<file path="config.mk">
export PLATFORM = sky130hd
export DESIGN_NAME = smaf_divider
export DESIGN_NICKNAME = d
export VERILOG_FILES = /design/src/smaf_divider.sv
export SDC_FILE = /design/constraint.sdc
export NUM_CORES = 1
export LEC_CHECK = 0
export BUFFER_PORTS_ARGS = -buffer_cell sky130_fd_sc_hd__buf_4
export CORE_MARGIN = 2
export CORE_UTILIZATION = 59
export CTS_CLUSTER_DIAMETER = 60
export CTS_CLUSTER_SIZE = 30
export DETAILED_ROUTE_END_ITERATION = 12
export PLACE_DENSITY_LB_ADDON = 0.12
export SLEW_MARGIN = 30
export SYNTH_ARGS = -nofsm -noshare
export SYNTH_HDL_FRONTEND = slang
export SYNTH_SLANG_ARGS = --single-unit
</file>
<file path="constraint.sdc">
create_clock -name aclk -period 3.93 [get_ports aclk]
set_input_delay 0.1965 -clock aclk [delete_from_list [all_inputs] [get_ports aclk]]
set_output_delay 0.1965 -clock aclk [all_outputs]
set_load 0.01 [all_outputs]
</file>
<file path="src/smaf_divider.sv">
`timescale 1ns / 1ps
`default_nettype none
// Restoring divider, one quotient bit per cycle.
module smaf_divider #(
    parameter int NUM_BITS = 64,
    parameter int DEN_BITS = 32
) (
    input  wire logic                aclk,
    input  wire logic                aresetn,
    input  wire logic                start,
    input  wire logic [NUM_BITS-1:0] numer,
    input  wire logic [DEN_BITS-1:0] denom,
    output logic                     busy,
    output logic                     done,
    output logic [NUM_BITS-1:0]      quot
);
    localparam int CNT_BITS = $clog2(NUM_BITS + 1);

    logic [NUM_BITS-1:0] quot_reg, quot_next;
    logic [DEN_BITS:0]   rem_reg, rem_next;
    logic [DEN_BITS-1:0] den_reg;
    logic [CNT_BITS-1:0] cnt_reg, cnt_next;
    logic                busy_reg, busy_next, done_reg, done_next;
    logic [DEN_BITS:0]   trial;

    always_comb begin
        quot_next = quot_reg;
        rem_next  = rem_reg;
        cnt_next  = cnt_reg;
        busy_next = busy_reg;
        done_next = 1'b0;
        trial     = {rem_reg[DEN_BITS-1:0], quot_reg[NUM_BITS-1]};
        if (start) begin
            quot_next = numer;
            rem_next  = '0;
            cnt_next  = CNT_BITS'(NUM_BITS);
            busy_next = 1'b1;
        end else if (busy_reg) begin
            if (trial >= {1'b0, den_reg}) begin
                rem_next  = trial - {1'b0, den_reg};
                quot_next = {quot_reg[NUM_BITS-2:0], 1'b1};
            end else begin
                rem_next  = trial;
                quot_next = {quot_reg[NUM_BITS-2:0], 1'b0};
            end
            cnt_next = cnt_reg - 1'b1;
            if (cnt_reg == CNT_BITS'(1)) begin
                busy_next = 1'b0;
                done_next = 1'b1;
            end
        end
    end

    always_ff @(posedge aclk) begin
        if (!aresetn) begin
            busy_reg <= 1'b0;
            done_reg <= 1'b0;
            cnt_reg  <= '0;
        end else begin
            busy_reg <= busy_next;
            done_reg <= done_next;
            cnt_reg  <= cnt_next;
        end
        quot_reg <= quot_next;
        rem_reg  <= rem_next;
        if (start) begin
            den_reg <= denom;
        end
    end

    assign busy = busy_reg;
    assign done = done_reg;
    assign quot = quot_reg;
endmodule
`default_nettype wire

</file>
* Word level (Yosys, flattened, before mapping)
Cells that the tools add are included.
** Operators by class
- Add/sub/neg operators :: 2
- Multiply operators :: 0
- Bitwise gates (word level) :: 2
- Div/mod/pow operators :: 0
- Equality and inequality tests :: 1
- Mux-type cells :: 10
- Shift-type cells :: 0
- Reduce and logical (&&, ||, !) cells :: 3
- Order comparisons :: 1
** Operators with widths (count)
- $mux W64 :: 2
- $ge A33 B32 Y1 :: 1
- $mux W32 :: 1
- $sub A32 B32 Y32 :: 1
- $mux W7 :: 2
- $eq A7 B1 Y1 const B :: 1
- $sub A7 B1 Y7 const B :: 1
- $mux W1 :: 5
- $reduce_or A3 Y1 :: 1
- $not A1 Y1 :: 2
- $reduce_bool A2 Y1 :: 1
- $reduce_or A2 Y1 :: 1
** Storage, ports and cells
- Memories :: 0
- Output and inout bits :: 66
- Logic and storage cells :: 26
- Latch bits :: 0
- Bits of input ports :: 99
- Bits in writable memories :: 0
- Register bits after elaboration :: 137
- ROM bits :: 0

* Longest topological paths before layout
- Word-level depth :: 4
- Depth in mapped cells :: 12
- Gate-level depth less buffers :: 11

* Worst setup path after synthesis
No wires, ideal clock.
- Path kind :: register to register
- Start :: register quot_reg[63] (netlist: quot[63])
- End :: register rem_reg[26]
- Buffers on the path :: 0
- Arrival :: 2.591 ns
- Cell stages (with the launch flop) :: 12
- Data required time :: 3.844 ns
- Clock period less this slack :: 2.676 ns
- Slack :: 1.254 ns
- Setup time :: 0.086 ns
- Path through :: edfxtp_1 > inv_1 > ha_1 > fa_1 > nor2b_1 > o31a_1 > o21ai_0 > a31oi_1 > o2111ai_1 > and3_1 > o211a_1 > a211oi_1
** On the way
- Longest elaborated chain between the ends :: 2
- Elaborated cells on any way between the ends :: 3
- Classes of those cells :: add/sub (1); order compare (1); mux (1)
** Ends and longest elaborated chain
- start: declaration :: RTL line 19 : logic [NUM_BITS-1:0] quot_reg, quot_next;
- start signal: assignment :: RTL line 64 : quot_reg <= quot_next;
- $sub A32 B32 Y32 / $ge A33 B32 Y1 (equally long branches) :: RTL line 40, 39
- $mux W32 (*) :: RTL line 39 : if (trial >= {1'b0, den_reg}) begin
- end signal: assignment :: RTL line 65 : rem_reg <= rem_next;
- end: declaration :: RTL line 20 : logic [DEN_BITS:0] rem_reg, rem_next;
Every way passes the cells marked *; elsewhere a longest branch is shown, timed or not.
A chain may end at the register's enable or synchronous reset.

* Worst setup path in the final report
Same ends and word-level chain as after synthesis.

==> summary.md <==
| Metric | Value |
|---|---|
| DP Area | `between 8000 and 9000 um2` |
| Worst-Skew Late Latency | `approximately 430 ps` |
| Comb pwr share | `about a fifth` |
| Worst-Margin Slew | `about 820 ps` |
| Die footprint | `roughly 13000 um2` |
| Number of flops mapped to enable cells by yosys | `96` |
| Switching share of total power | `a little over a quarter` |
| Core Util, Final | `approximately 80%` |
| Core area | `around 12000 um2` |
| Initial core utilization | `between 60 and 70%` |
| Worst Setup SP | `quot[63]` |
| Total CTS buffers | `17` |
| Fmax | `between 300 and 400 MHz` |
| Post-Syn Nets | `roughly 800` |
| Worst min-delay path class | `input port to register` |
| Post-Syn Area | `7347 um2` |
| Post-route minimum period | `approximately 3100 ps` |
| Most frequent cell after synthesis | `edfxtp_1` |
| Leak | `0.004075 uW` |
| Drt total wl | `~19000 um` |
| Largest family of logic cells by synthesized area | `compound AO/OA/AOI/OAI gates` |
| Mean post-synth cell area | `roughly 11 um2` |
| TritonCTS clock tree | `done` |
| Yosys top cell by area | `edfxtp_1` |
| Synthesized instance count | `roughly 670` |
| Clock sink count | `approximately 140` |
| DRT iter0 DRCs | `between 400 and 500` |
| Total negative slack | `0 ps` |
| Yosys Warn Count | `0` |
| GP Congestion | `roughly 0.9` |
| Synth Area in Simple Gates | `between 10 and 15%` |
| Max-cap violations | `0` |
| Synth area leaders | `edfxtp_1, dfxtp_1, mux2_2` |
| Setup repair bufs after CTS | `0` |
| Routed len/inst | `about 18 um` |
| Die width | `about 120 um` |
| Main synth FF type | `edfxtp_1` |
| Slew headroom | `roughly 46%` |
| Row count | `40` |
| Reg2reg start | `quot[63]` |
| Hold Crit Start | `numer[39]` |
| Synth Area in XOR/XNOR | `around 3.2%` |
| Share of the synthesized area in the top cell type | `39.24%` |
| Final period utilization | `between 80% and 90%` |
| Synthesis-to-finish area growth | `31.32%` |
| Mux contribution to synthesized area | `between 10% and 20%` |
| Initial antenna violation count | `0` |
| Int Power | `3072 uW` |
| Largest net degree at the start of global routing | `64` |
| Crit path arrival time | `roughly 3500 ps` |
| Outcome | `finished, final reports clean` |
| Pwr Density | `between 400 and 500 nW/um2` |
| Maximum VDD drop | `0.2830 mV` |
| Fill cells | `between 700 and 800` |
| Asr flop ratio synth | `0%` |
| Total GRT Usage | `about 30%` |
| Worst path required time | `about 4300 ps` |
| Final slew viol count | `0` |
| CTS H-tree depth | `4` |
| Design area | `about 9600 um2` |
| Commonest cells in the netlist | `edfxtp_1, mux2_2, nand2_1` |
| Sequential Power Share | `a little over two fifths` |
| Post-layout net count | `approximately 1000` |
| Maximum buffer depth of the clock tree | `2` |
| ANT cells | `0` |
| Die height | `roughly 120 um` |
| Pre-CTS WS | `about 840 ps` |
| Number of library cell types mapped by synthesis | `60` |
| Setup crit end kind | `register` |
| Compound-Gate Fraction of Synth Area | `14.80%` |
| Max reg flops | `64` |
| Crit Path Class | `register to register` |
| Layout Skew | `around 12 ps` |
| Net Sw Power | `between 1000 and 1500 uW` |
| DR vias | `slightly above 6000` |
| Sequential element share of the synthesized area | `approximately half` |
| Vias in the first global route | `between 6000 and 7000` |
| Vias per cell | `approximately 5.8` |
| Total grt overflow | `0` |
| Synth Area in Adders | `6.063%` |
| PortBufs | `between 150 and 200` |
| Drt pass-1 iters | `5` |
| I/O pins | `~170` |
| Reg2reg setup slack | `780 ps` |
| Worst setup SP type | `register` |
| Clock share of power | `about two fifths` |
| Final Hold Vio Count | `0` |
| DP HPWL | `~13000 um` |
| Routed Antenna Nets | `0` |
| Post-CTS Resized | `0` |
| RSZ-0062 raised after global routing | `no` |
| FF+latch count, synth | `between 100 and 150` |
| First-pass GRT wire length | `about 30000 um` |
| Final worst slack | `a little under 800 ps` |
| Layout cells sized above 1 | `between 30% and 40%` |
| Finish-stage setup viols | `0` |
| CP max FO | `7` |
| Worst-path clk slew | `60 ps` |
| Residual DRC count | `0` |
| Clk root buf | `clkbuf_16` |
[stage by stage]
step / hold slack [ps] / power (uW) / std cells
6_report: 67.97 / 4224 / 1044
5_1_grt: 51.35 / 4388 / 1044
4_1_cts: 51.21 / 4236 / 1044
3_5_place_dp: 376.0 / 2594 / 979
3_3_place_gp: 374.6 / 2571 / 979
2_1_floorplan: 295.4 / 2279 / 667
[kinds of logic (layout without fill, tap and decap cells)]
group,after synthesis,in the layout
xor+xnor,27,27
buf+inv,73,282
flops,137,137
fa+ha+maj,35,35
mux,70,70
compound gates,154,154
simple gates,171,171
[cell usage in the layout, fill, tap and decap left out, drive strengths merged, types with 8 or more instances in the layout]
cell         count
nand2           64
ha              34
inv             49
nand3            9
dfxtp           41
mux2            64
o21ai           29
a21o            10
a31oi            8
a21oi           32
a311oi          16
nor3             8
xnor2           14
nor2            53
o21a             8
buf            171
xor2            13
clkbuf          21
edfxtp          96
dlygate4sd3     33
[path summary, 6_finish.rpt]
kind | cells after the start | end
hold / removal | 2 | quot[39]
setup / recovery | 11 | rem_reg[26]
setup reg to reg | 11 | rem_reg[26]
hold reg to reg | 2 | rem_reg[14]
[power groups by stage]
stage / clock [uW] / sequential, uW / combinational, uW
floorplan: 0 / 1810 / 465
CTS: 1630 / 1770 / 836
global placement: 0 / 1790 / 781
finish: 1610 / 1770 / 844
global route: 1680 / 1790 / 917
detailed placement: 0 / 1790 / 801
[critical path: stages, from the launching register on]
cell       delay [ps]
edfxtp_1          400
inv_1              60
ha_1              230
fa_1              410
nor2b_1           160
o31a_1            180
o21ai_0           130
a31oi_1           650
o2111ai_1         260
and3_1            220
o211a_1           220
a211oi_1          150
[what timing repair did]
item	CTS	global route
endpoints found under the hold margin	34	0
hold buffers	33	0
endpoints found under the setup margin	0	0
[cell type report]
type	count	area, um2	share of cell area [%]
sequential	137	3704	38.39
timing repair buffer	204	1614	16.73
multi-input combinational	457	3346	34.68
clock inverter	11	108.9	1.128
inverter	46	172.7	1.790
clock buffer	21	493.0	5.110
tap	168	210.2	2.179
[metal layers]
metal | up-vias | track usage (%) | wire length, um
met5 | - | 0 | 0
met4 | 0 | 13.17 | 491
met3 | 46 | 10.25 | 1650
met2 | 270 | 49.94 | 9475
met1 | 2901 | 34.37 | 7614
li1 | 2862 | - | -
Power figures use the tool's default switching activity.
